==> src/design/blr_pkg.sv <==
// Package: shared constants for the line rasterizer.
`default_nettype none

package blr_pkg;

   // Default coordinate width in bits (two's complement).
   localparam int unsigned COORD_BITS_DEFAULT = 6;

endpackage : blr_pkg

`default_nettype wire

==> src/design/bresenham_line_rasterizer.sv <==
// Top level: sequential midpoint line rasterizer with one shared decision adder.
// An accepted segment passes the setup and prep states before its first cell is registered.
// Throughput: one cell per cycle while rsp_ready is high; a segment covers at most
//    2^COORD_BITS cells (64 at 6-bit coordinates), one segment walked at a time,
//    as the single decision adder produces one cell per cycle.
// The next segment is taken while the last cell may still wait in the output register.
// Reset (synchronous, active high) returns to idle and drops any pending result.
`default_nettype none

module bresenham_line_rasterizer #(
   parameter int unsigned COORD_BITS = blr_pkg::COORD_BITS_DEFAULT
) (
   input  wire logic                         clock,
   input  wire logic                         reset,
   // segment transaction
   input  wire logic                         req_valid,
   output logic                              req_ready,
   input  wire logic signed [COORD_BITS-1:0] req_start_x,
   input  wire logic signed [COORD_BITS-1:0] req_start_y,
   input  wire logic signed [COORD_BITS-1:0] req_end_x,
   input  wire logic signed [COORD_BITS-1:0] req_end_y,
   // cell transaction
   output logic                              rsp_valid,
   input  wire logic                         rsp_ready,
   output logic signed [COORD_BITS-1:0]      rsp_cell_x,
   output logic signed [COORD_BITS-1:0]      rsp_cell_y,
   output logic                              rsp_last_cell
);

   import blr_pkg::*;

   localparam int unsigned W  = COORD_BITS;
   localparam int unsigned DW = COORD_BITS + 3;   // decision term and increments

   typedef enum logic [1:0] {
      ST_IDLE,    // wait for a segment
      ST_SETUP,   // pick major axis, order endpoints
      ST_PREP,    // spans, increments, initial decision term
      ST_RUN      // emit one cell per cycle while the output register is free
   } state_type;

   state_type state_ff;

   // captured endpoints
   logic signed [W-1:0] sx_ff, sy_ff, ex_ff, ey_ff;

   // ordered segment
   logic                steep_ff;
   logic signed [W-1:0] maj0_ff, maj1_ff, min0_ff, min1_ff;

   // walk state
   logic signed [W-1:0]  maj_ff, min_ff;
   logic                 step_neg_ff;
   logic signed [DW-1:0] dec_ff, inc_lo_ff, inc_hi_ff;

   // output register
   logic                 rsp_valid_ff;
   logic signed [W-1:0]  cell_x_ff, cell_y_ff;
   logic                 last_ff;

   // ---------------- setup: major axis and endpoint order ----------------
   logic signed [W:0]   dx, dy;
   logic        [W:0]   adx, ady;
   logic                steep_in;
   logic signed [W-1:0] a_maj, a_min, b_maj, b_min;
   logic                swap;

   always_comb begin
      dx       = {ex_ff[W-1], ex_ff} - {sx_ff[W-1], sx_ff};
      dy       = {ey_ff[W-1], ey_ff} - {sy_ff[W-1], sy_ff};
      adx      = dx[W] ? $unsigned(-dx) : $unsigned(dx);
      ady      = dy[W] ? $unsigned(-dy) : $unsigned(dy);
      // equal spans keep x as the major axis
      steep_in = ady > adx;
      a_maj    = steep_in ? sy_ff : sx_ff;
      a_min    = steep_in ? sx_ff : sy_ff;
      b_maj    = steep_in ? ey_ff : ex_ff;
      b_min    = steep_in ? ex_ff : ey_ff;
      // walk with the major coordinate rising
      swap     = a_maj > b_maj;
   end

   // ---------------- prep: spans and decision increments ----------------
   logic signed [W:0]    dmaj_s, dmin_s;
   logic        [W:0]    dmaj, dmin;
   logic signed [DW-1:0] two_dmin, two_dmaj, dmaj_ext;

   always_comb begin
      dmaj_s   = {maj1_ff[W-1], maj1_ff} - {maj0_ff[W-1], maj0_ff};
      dmin_s   = {min1_ff[W-1], min1_ff} - {min0_ff[W-1], min0_ff};
      dmaj     = $unsigned(dmaj_s);
      dmin     = dmin_s[W] ? $unsigned(-dmin_s) : $unsigned(dmin_s);
      two_dmin = $signed({1'b0, dmin, 1'b0});
      two_dmaj = $signed({1'b0, dmaj, 1'b0});
      dmaj_ext = $signed({2'b00, dmaj});
   end

   // ---------------- run: shared decision adder ----------------
   logic                 load;       // output register free for the next cell
   logic                 at_end;
   logic                 dec_neg;
   logic signed [DW-1:0] dec_in;
   logic signed [W-1:0]  min_in;
   logic                 rsp_valid_in;

   always_comb begin
      load    = !rsp_valid_ff || rsp_ready;
      at_end  = maj_ff == maj1_ff;
      dec_neg = dec_ff[DW-1];
      // one adder, the increment chosen by the sign of the decision term
      dec_in  = dec_ff + (dec_neg ? inc_lo_ff : inc_hi_ff);
      min_in  = dec_neg ? min_ff : (step_neg_ff ? min_ff - 1'b1 : min_ff + 1'b1);
      // load a new cell, else hold an untaken one, else drop the taken one
      rsp_valid_in = (state_ff == ST_RUN && load) || (rsp_valid_ff && !rsp_ready);
   end

   always_ff @(posedge clock) begin
      if (reset) begin
         state_ff     <= ST_IDLE;
         rsp_valid_ff <= 1'b0;
      end else begin
         rsp_valid_ff <= rsp_valid_in;
         unique case (state_ff)
            ST_IDLE: begin
               if (req_valid) begin
                  sx_ff    <= req_start_x;
                  sy_ff    <= req_start_y;
                  ex_ff    <= req_end_x;
                  ey_ff    <= req_end_y;
                  state_ff <= ST_SETUP;
               end
            end
            ST_SETUP: begin
               steep_ff <= steep_in;
               maj0_ff  <= swap ? b_maj : a_maj;
               min0_ff  <= swap ? b_min : a_min;
               maj1_ff  <= swap ? a_maj : b_maj;
               min1_ff  <= swap ? a_min : b_min;
               state_ff <= ST_PREP;
            end
            ST_PREP: begin
               maj_ff      <= maj0_ff;
               min_ff      <= min0_ff;
               step_neg_ff <= !(min0_ff < min1_ff);
               dec_ff      <= two_dmin - dmaj_ext;
               inc_lo_ff   <= two_dmin;
               inc_hi_ff   <= two_dmin - two_dmaj;
               state_ff    <= ST_RUN;
            end
            ST_RUN: begin
               // advance one cell whenever the output register is free
               if (load) begin
                  cell_x_ff    <= steep_ff ? min_ff : maj_ff;
                  cell_y_ff    <= steep_ff ? maj_ff : min_ff;
                  last_ff      <= at_end;
                  maj_ff       <= maj_ff + 1'b1;
                  min_ff       <= min_in;
                  dec_ff       <= dec_in;
                  if (at_end) begin
                     state_ff <= ST_IDLE;
                  end
               end
            end
            default: state_ff <= ST_IDLE;
         endcase
      end
   end

   assign req_ready     = state_ff == ST_IDLE;
   assign rsp_valid     = rsp_valid_ff;
   assign rsp_cell_x    = cell_x_ff;
   assign rsp_cell_y    = cell_y_ff;
   assign rsp_last_cell = last_ff;

   // ---------------- assertions ----------------
   a_accept_to_setup : assert property (@(posedge clock) disable iff (reset)
      req_valid && req_ready |=> state_ff == ST_SETUP)
      else $error("accepted segment did not enter setup");

   a_walk_in_range : assert property (@(posedge clock) disable iff (reset)
      state_ff == ST_RUN |-> maj_ff <= maj1_ff)
      else $error("major coordinate walked past the end point");

   a_last_ends_walk : assert property (@(posedge clock) disable iff (reset)
      state_ff == ST_RUN && load && at_end |=> state_ff == ST_IDLE && rsp_valid && rsp_last_cell)
      else $error("final cell did not close the segment");

   a_no_early_last : assert property (@(posedge clock) disable iff (reset)
      state_ff == ST_RUN && load && !at_end |=> state_ff == ST_RUN && !rsp_last_cell)
      else $error("last flag raised before the final cell");

endmodule : bresenham_line_rasterizer

`default_nettype wire

==> config.mk <==
export PLATFORM = sky130hd
export DESIGN_NAME = bresenham_line_rasterizer
export DESIGN_NICKNAME = d
export VERILOG_FILES = /design/src/design/blr_pkg.sv /design/src/design/bresenham_line_rasterizer.sv
export SDC_FILE = /design/constraint.sdc
export NUM_CORES = 1
export LEC_CHECK = 0
export BUFFER_PORTS_ARGS = -buffer_cell sky130_fd_sc_hd__buf_2
export CORE_ASPECT_RATIO = 0.9
export CORE_UTILIZATION = 40
export CTS_CLUSTER_SIZE = 30
export DETAILED_ROUTE_END_ITERATION = 7
export SETUP_SLACK_MARGIN = 0.3
export SLEW_MARGIN = 20
export SYNTH_ARGS = -nofsm -noshare
export SYNTH_HDL_FRONTEND = slang
export SYNTH_SLANG_ARGS = --single-unit
==> constraint.sdc <==
create_clock -name clock -period 7.1 [get_ports clock]
set_input_delay 0.71 -clock clock [delete_from_list [all_inputs] [get_ports clock]]
set_output_delay 0.71 -clock clock [all_outputs]
set_load 0.01 [all_outputs]
==> tab_implementation.tex, run 1 <==
\begin{tabular}{lr}
\hline
Metric & Value \\
\hline
\multicolumn{2}{l}{\textbf{Logic synthesis}} \\
Post-synth EDFFs & 98 \\
Count of synthesis-stage warnings from yosys & 0 \\
Most frequent cells after synthesis & edfxtp\_1, ha\_1, mux2i\_1 \\
Most instantiated library cell after synthesis & edfxtp\_1 \\
Dominant cell type by area after synthesis & edfxtp\_1 \\
Portion of synthesized cell area occupied by the leading cell type & a little over two fifths \\
Leading register cell type out of synthesis & edfxtp\_1 \\
Cell types occupying the most area after synthesis & edfxtp\_1, ha\_1, mux2i\_1 \\
Instance count of the mapped netlist & 625 \\
Async set-reset flop share out of synthesis & 0\% \\
Synthesized netlist net count & $\sim$730 \\
Number of distinct library cells after synthesis & 55 \\
\#FFs+latches synth & 101 \\
Post-Syn Area & 0.007041 mm\^{}2 \\
Fraction of the yosys area taken by sequential cells & 42.65\% \\
Syn avg cell area & roughly 11 um\^{}2 \\
\multicolumn{2}{l}{\textbf{Timing}} \\
Worst path setup slack after routing & $\sim$1.0 ns \\
Slew at the pin closest to its max-slew limit & 0.8971 ns \\
Clock period minus final worst setup slack & 6.088 ns \\
Relative max-transition margin & 39.93\% \\
Number of failing hold endpoints at the final stage & 0 \\
Unrepaired setup endpoints after global routing & false \\
Worst clock skew & $\sim$0.0085 ns \\
Setup violations, final & 0 \\
Final max-slew violation count & 0 \\
Setup tns final & 0 ns \\
Fin crit share & 85.74\% \\
Achievable Freq & between 0.15 and 0.2 GHz \\
\multicolumn{2}{l}{\textbf{Global route}} \\
First-pass GRT wire length & 22.94 mm \\
Number of global-route vias before repair & 4806 \\
Global router's overall resource usage & 16.23\% \\
Maximum number of pins on one net before global-route repair & 43 \\
Total congestion overflow & 0 \\
Initial antenna violation count & 0 \\
\multicolumn{2}{l}{\textbf{Floorplanning}} \\
Effective utilization at floorplan & 41.27\% \\
I/O pins & 43 \\
Num rows & 45 \\
Die Span Y & 127.9 um \\
Width of the chip & 141.8 um \\
Die ar. & 0.01814 mm\^{}2 \\
Core region area & 0.01706 mm\^{}2 \\
\multicolumn{2}{l}{\textbf{Critical path}} \\
Cell count of the worst reg-to-reg path & 24 \\
Top fanout value on the critical path & 24 \\
Critical Path RT & between 7 and 8 ns \\
Endpoint of the worst register-to-register path & maj1\_ff[5]\$\_DFFE\_PP\_ \\
Worst EP arrival & between 6 and 7 ns \\
Sort of element at the start of the critical path & flip-flop \\
Startpoint of the worst register-to-register path & sx\_ff[0]\$\_DFFE\_PP\_ \\
Setup slack of the most critical reg-to-reg path & 1.01 ns \\
Sort of element at the end of the critical path & flip-flop \\
Setup CP Type & flip-flop to flip-flop \\
\multicolumn{2}{l}{\textbf{Drt}} \\
Routed wirelength normalized by instance count & about 15 um \\
Length of the first detailed-routing pass in iterations & 4 \\
Total Wirelength & roughly 14 mm \\
Residual antenna-violating net count after detailed routing & 0 \\
Via Count & 4637 \\
Number of remaining DRC errors & 0 \\
Via/cell ratio & between 5 and 6 \\
Number of DRC markers in iteration 0 & 188 \\
\multicolumn{2}{l}{\textbf{CTS}} \\
TritonCTS clock tree & yes \\
Number of clock buffers inserted by TritonCTS & 9 \\
Clock slew at the register clock pins of the worst setup and hold paths & roughly 0.060 ns \\
Root Driver & clkbuf\_16 \\
Setup fix buffers added after clock tree synthesis & 0 \\
Count of hold buffers inserted by post-cts repair & 0 \\
Number of H-tree levels & 3 \\
Clock network latency to the later pin of the worst-skew pair & 0.35 ns \\
Number of clock sinks & 101 \\
Number of buffers on the longest clock path & 2 \\
Post\_cts resized & 0 \\
\multicolumn{2}{l}{\textbf{Flow run}} \\
Max capacitance violation total & 0 \\
\multicolumn{2}{l}{\textbf{Final layout}} \\
Number of fillers in the final layout & 1598 \\
Number of diodes added for antenna fixing & 0 \\
Number of nets in the finished design & slightly below 800 \\
Ratio of cells with drive above 1 in the final layout & 13.50\% \\
Synthesis-to-layout area growth & 11.43\% \\
\multicolumn{2}{l}{\textbf{Min path}} \\
End point of the worst hold path & sx\_ff[5]\$\_DFFE\_PP\_ \\
Hold path depth & 1 \\
Class of the tightest hold or removal check & primary input to flip-flop \\
Worst Hold Launch & req\_start\_x[5] \\
\multicolumn{2}{l}{\textbf{Placement}} \\
Placed wire-length estimate after detailed placement & 10.91 mm \\
Final weighted congestion in routability-driven placement & between 0.8 and 0.9 \\
Placement-stage worst setup slack & 1.011 ns \\
Port Buffers & 42 \\
\multicolumn{2}{l}{\textbf{Outcome}} \\
Status & complete, no violations \\
\hline
\end{tabular}
## per-layer routing
layer	wire length [um]	up-vias	share of wire, %	GRT usage [%]
met5	0	-	0	0
met4	280	0	2.1	5.566
met3	515	20	3.8	3.287
met2	6613	87	48	28.48
met1	6240	2172	46	19.82
li1	-	2358	-	-
## stage by stage
| stage | util, % | hold WS [ns] | area [um^2] | cells |
|---|---|---|---|---|
| 5_1_grt | 45.98 | 0.5208 | 7845 | 909 |
| 2_1_floorplan | - | 0.5124 | 7041 | 625 |
| 3_3_place_gp | 44.13 | 0.5380 | 7528 | 893 |
| 3_5_place_dp | 44.13 | 0.5836 | 7528 | 893 |
| 4_1_cts | 45.93 | 0.5242 | 7835 | 909 |
| 6_report | 45.98 | 0.5332 | 7845 | 909 |
## final cells by class
class,count,area (um^2),share of cell area (%)
Clock buffer,10,229.0,2.919
Inverter,66,247.7,3.158
Sequential cell,101,3003,38.28
Timing Repair Buffer,47,247.7,3.158
Clock inverter,6,77.57,0.9888
Multi-Input combinational cell,444,3746,47.75
Tap cell,235,294.0,3.748
## cells by family (layout without fill, tap and decap cells)
group                    count (synthesis)  after routing  share of synthesized area (%)
adder cells (fa/ha/maj)                 78             78                          14.71
XOR/XNOR                                50             50                          6.327
AND/OR/NAND/NOR                        125            125                          9.188
buffers and inverters                   80            129                          4.656
multiplexers                            84             84                          12.32
AO/OA/AOI/OAI                          107            107                          10.15
flip-flops                             101            101                          42.65
## registers in the layout, indices dropped and copies added (netlist names), 2 cells and up
signal,cells
rsp_cell_y,6
state_ff,2
sy_ff,6
ey_ff,6
rsp_cell_x,6
min_ff,6
maj_ff,6
inc_hi_ff,8
maj1_ff,6
sx_ff,6
inc_lo_ff,7
maj0_ff,6
ex_ff,6
min1_ff,6
min0_ff,6
dec_ff,8
## worst max-delay path, cell delays in order, from the launching register on
cell and delay [ns]:
edfxtp_1 0.43, ha_1 0.26, fa_1 0.41, nor2b_1 0.12
o21a_1 0.14, o21ai_0 0.08, a31oi_1 0.48, a31oi_1 0.12
xor2_1 0.18, ha_1 0.29, a21oi_1 0.14, nor2b_1 0.05
o21ai_0 0.17, nand2_1 0.11, o21ai_4 0.57, buf_4 0.44
mux2i_1 0.25, ha_1 0.26, nor2b_1 0.13, o211ai_1 0.15
nand3_1 0.11, o211ai_2 0.09, buf_4 0.38, mux2i_1 0.30
mux2i_1 0.12
## worst max path at each step
| stage | slack, ns | from | to | cells past startpoint |
|---|---|---|---|---|
| final | 1.01 | sx_ff[0]$_DFFE_PP_ | maj1_ff[5]$_DFFE_PP_ | 24 |
| after floorplan | 1.96 | sx_ff[0]$_DFFE_PP_ | maj0_ff[1]$_DFFE_PP_ | 24 |
| after global routing | 0.53 | sx_ff[0]$_DFFE_PP_ | maj0_ff[5]$_DFFE_PP_ | 24 |
| after detailed placement | 1.01 | sx_ff[0]$_DFFE_PP_ | maj1_ff[5]$_DFFE_PP_ | 23 |
| after global placement | 1.25 | sx_ff[0]$_DFFE_PP_ | maj1_ff[0]$_DFFE_PP_ | 24 |
| after CTS | 1.01 | sx_ff[0]$_DFFE_PP_ | maj1_ff[5]$_DFFE_PP_ | 23 |
## cell usage in the layout, fill, tap and decap left out, types with 5 or more instances in the layout
master      n
a21o_1     12
a31oi_1     7
o21ai_0    24
nor3_1      8
nand3_1    11
o21a_1      7
mux2_2     17
buf_2      42
mux2i_1    66
clkbuf_16   9
nor2_1     36
nand2_1    24
edfxtp_1   98
xnor2_1    32
inv_1      65
buf_4       5
nand2b_1    8
xor2_1     17
nor2b_1    13
fa_1        8
a21oi_1    27
ha_1       70
Power of run 1 is left out: the tool's default activity adds up to more than one toggle a clock period on the data nets, which glitch-free logic cannot reach.
==> inputs of run 2 (changes only) <==
--- a/config.mk
+++ b/config.mk
@@ -10,6 +10,7 @@
 export CORE_UTILIZATION = 40
 export CTS_CLUSTER_SIZE = 30
 export DETAILED_ROUTE_END_ITERATION = 7
+export GPL_TIMING_DRIVEN = 0
 export SETUP_SLACK_MARGIN = 0.3
 export SLEW_MARGIN = 20
 export SYNTH_ARGS = -nofsm -noshare
==> constraint.sdc (replaced) <==
create_clock -name clock -period 7.3 [get_ports clock]
set_input_delay 0.73 -clock clock [delete_from_list [all_inputs] [get_ports clock]]
set_output_delay 0.73 -clock clock [all_outputs]
set_load 0.01 [all_outputs]
==> run 2 against run 1 <==
  * Register-to-register slack improved by 0.24 ns
  * Clock-buffer cell count decreased by 1
  * Core utilization increased by 0.46 points
  * Cell area increased by 1.0%
  * Critical endpoint is now maj1_ff[4]$_DFFE_PP_
==> tab_implementation.tex, run 2 (same netlist as run 1, synthesis figures left out) <==
\begin{tabular}{lr}
\hline
Metric & Value \\
\hline
\multicolumn{2}{l}{\textbf{Placement}} \\
Final weighted congestion in routability-driven placement & 0.8378 (was 0.8688) \\
Placed wire-length estimate after detailed placement & 11.36 mm (was 10.91 mm) \\
Instance area at placement & 0.007622 mm\^{}2 (was 0.007528 mm\^{}2) \\
Post-Place Cells & 907 (was 893) \\
Port Buffers & 42 (unchanged) \\
\multicolumn{2}{l}{\textbf{Timing}} \\
Worst clock skew & 0.01227 ns (was 0.008479 ns) \\
Unrepaired setup endpoints after global routing & false (unchanged) \\
Slew at the pin closest to its max-slew limit & 0.9689 ns (was 0.8971 ns) \\
Final max-slew violation count & 0 (unchanged) \\
Setup violations, final & 0 (unchanged) \\
Fin crit share & 82.86\% (was 85.74\%) \\
Number of failing hold endpoints at the final stage & 0 (unchanged) \\
Clock period minus final worst setup slack & 6.049 ns (was 6.088 ns) \\
Setup tns final & 0 ns (unchanged) \\
Relative max-transition margin & 34.83\% (was 39.93\%) \\
Achievable Freq & 0.1653 GHz (was 0.1643 GHz) \\
\multicolumn{2}{l}{\textbf{CTS}} \\
Setup fix buffers added after clock tree synthesis & 0 (unchanged) \\
Number of buffers on the longest clock path & 2 (unchanged) \\
Number of clock buffers inserted by TritonCTS & 9 (unchanged) \\
Post\_cts resized & 0 (unchanged) \\
Number of H-tree levels & 3 (unchanged) \\
TritonCTS clock tree & yes (unchanged) \\
Clock network latency to the later pin of the worst-skew pair & 0.36 ns (was 0.35 ns) \\
Clock slew at the register clock pins of the worst setup and hold paths & 0.07 ns (was 0.06 ns) \\
Root Driver & clkbuf\_16 (unchanged) \\
Number of clock sinks & 101 (unchanged) \\
Count of hold buffers inserted by post-cts repair & 0 (unchanged) \\
\multicolumn{2}{l}{\textbf{Global route}} \\
Total congestion overflow & 0 (unchanged) \\
Global router's overall resource usage & 16.38\% (was 16.23\%) \\
Maximum number of pins on one net before global-route repair & 18 (was 43) \\
Number of global-route vias before repair & 4775 (was 4806) \\
First-pass GRT wire length & 23.06 mm (was 22.94 mm) \\
Initial antenna violation count & 0 (unchanged) \\
\multicolumn{2}{l}{\textbf{Drt}} \\
Residual antenna-violating net count after detailed routing & 0 (unchanged) \\
Length of the first detailed-routing pass in iterations & 5 (was 4) \\
Number of DRC markers in iteration 0 & 239 (was 188) \\
Via Count & 4684 (was 4637) \\
Number of remaining DRC errors & 0 (unchanged) \\
Via/cell ratio & 5.075 (was 5.101) \\
Routed wirelength normalized by instance count & 15.00 um (was 15.02 um) \\
Total Wirelength & 13.85 mm (was 13.65 mm) \\
\multicolumn{2}{l}{\textbf{Final layout}} \\
Commonest non-fill, non-tap cell in the layout & edfxtp\_1 (unchanged) \\
Commonest cells after routing, fill and taps aside & edfxtp\_1, ha\_1, mux2i\_1 (unchanged) \\
Number of nets in the finished design & 789 (was 775) \\
Final cell count without fillers & 923 (was 909) \\
Util after Layout & 46.45\% (was 45.98\%) \\
Synthesis-to-layout area growth & 12.55\% (was 11.43\%) \\
Ratio of cells with drive above 1 in the final layout & 14.53\% (was 13.50\%) \\
Number of diodes added for antenna fixing & 0 (unchanged) \\
Largest registers in the final layout & dec\_ff x8, inc\_hi\_ff x8, inc\_lo\_ff x7 (unchanged) \\
Post-route standard cell area excluding fillers & 0.007924 mm\^{}2 (was 0.007845 mm\^{}2) \\
\multicolumn{2}{l}{\textbf{Critical path}} \\
Setup CP Type & flip-flop to flip-flop (unchanged) \\
Critical Path RT & 7.38 ns (was 7.17 ns) \\
Sort of element at the end of the critical path & flip-flop (unchanged) \\
Top fanout value on the critical path & 10 (was 24) \\
Sort of element at the start of the critical path & flip-flop (unchanged) \\
Worst EP arrival & 6.13 ns (was 6.15 ns) \\
\multicolumn{2}{l}{\textbf{Floorplanning}} \\
Num rows & 45 (unchanged) \\
Die ar. & 0.01814 mm\^{}2 (unchanged) \\
I/O pins & 43 (unchanged) \\
Core region area & 0.01706 mm\^{}2 (unchanged) \\
Die Span Y & 127.9 um (unchanged) \\
Width of the chip & 141.8 um (unchanged) \\
Effective utilization at floorplan & 41.27\% (unchanged) \\
\multicolumn{2}{l}{\textbf{Outcome}} \\
Status & complete, no violations (unchanged) \\
\multicolumn{2}{l}{\textbf{Min path}} \\
Class of the tightest hold or removal check & primary input to flip-flop (unchanged) \\
\multicolumn{2}{l}{\textbf{Flow run}} \\
Max capacitance violation total & 0 (unchanged) \\
\hline
\end{tabular}
-- run 2: worst max-delay path, stage by stage (launching register included) --
cell      delay [ns]
edfxtp_1        0.45
ha_1            0.26
fa_1            0.41
nor2b_1         0.18
o21a_1          0.15
o21ai_0         0.09
a31oi_1         0.50
a31oi_1         0.10
xor2_1          0.17
ha_1            0.30
a21oi_1         0.14
nor2b_1         0.06
o21ai_0         0.18
nand2_1         0.06
o21ai_0         0.22
buf_4           0.25
buf_2           0.33
mux2i_1         0.13
ha_1            0.33
or3b_1          0.39
nor2_1          0.12
nand3_1         0.10
o211ai_2        0.19
buf_6           0.24
mux2i_1         0.29
mux2i_1         0.13
-- run 2: through the flow --
step	hold slack [ns]	worst slack (ns)
floorplan	0.5124	2.158
global placement	0.5349	1.298
detailed placement	0.5701	1.218
CTS	0.5356	1.204
global route	0.5283	0.7246
finish	0.5468	1.251
-- run 2: metal layers --
layer	global-route usage (%)	vias to the layer above	part of all wire, %
met4	4.617	0	1.3
met3	3.399	18	2.6
met1	19.41	2205	46
met2	29.88	77	51
li1	-	2384	-
met5	0	-	0
-- run 2: path summary, 6_finish.rpt --
path / cells past startpoint / end / slack, ns / startpoint
setup reg to reg: 25 / maj1_ff[4]$_DFFE_PP_ / 1.25 / sx_ff[0]$_DFFE_PP_
setup / recovery: 25 / maj1_ff[4]$_DFFE_PP_ / 1.25 / sx_ff[0]$_DFFE_PP_
hold reg to reg: 2 / state_ff[0]$_SDFFE_PP0P_ / 0.58 / state_ff[0]$_SDFFE_PP0P_
hold / removal: 1 / ex_ff[5]$_DFFE_PP_ / 0.55 / req_end_x[5]
-- run 2: final cells by class --
cell class	instances	area [um^2]
sequential	101	3003
buffer	14	80.08
clock buffer	9	225.2
tap	235	294.0
multi-input combinational	444	3735
inverter	66	247.7
clock inverter	7	76.32
fill	1572	9136
timing repair buffer	47	262.8
Power of run 2 is left out for the same reason.
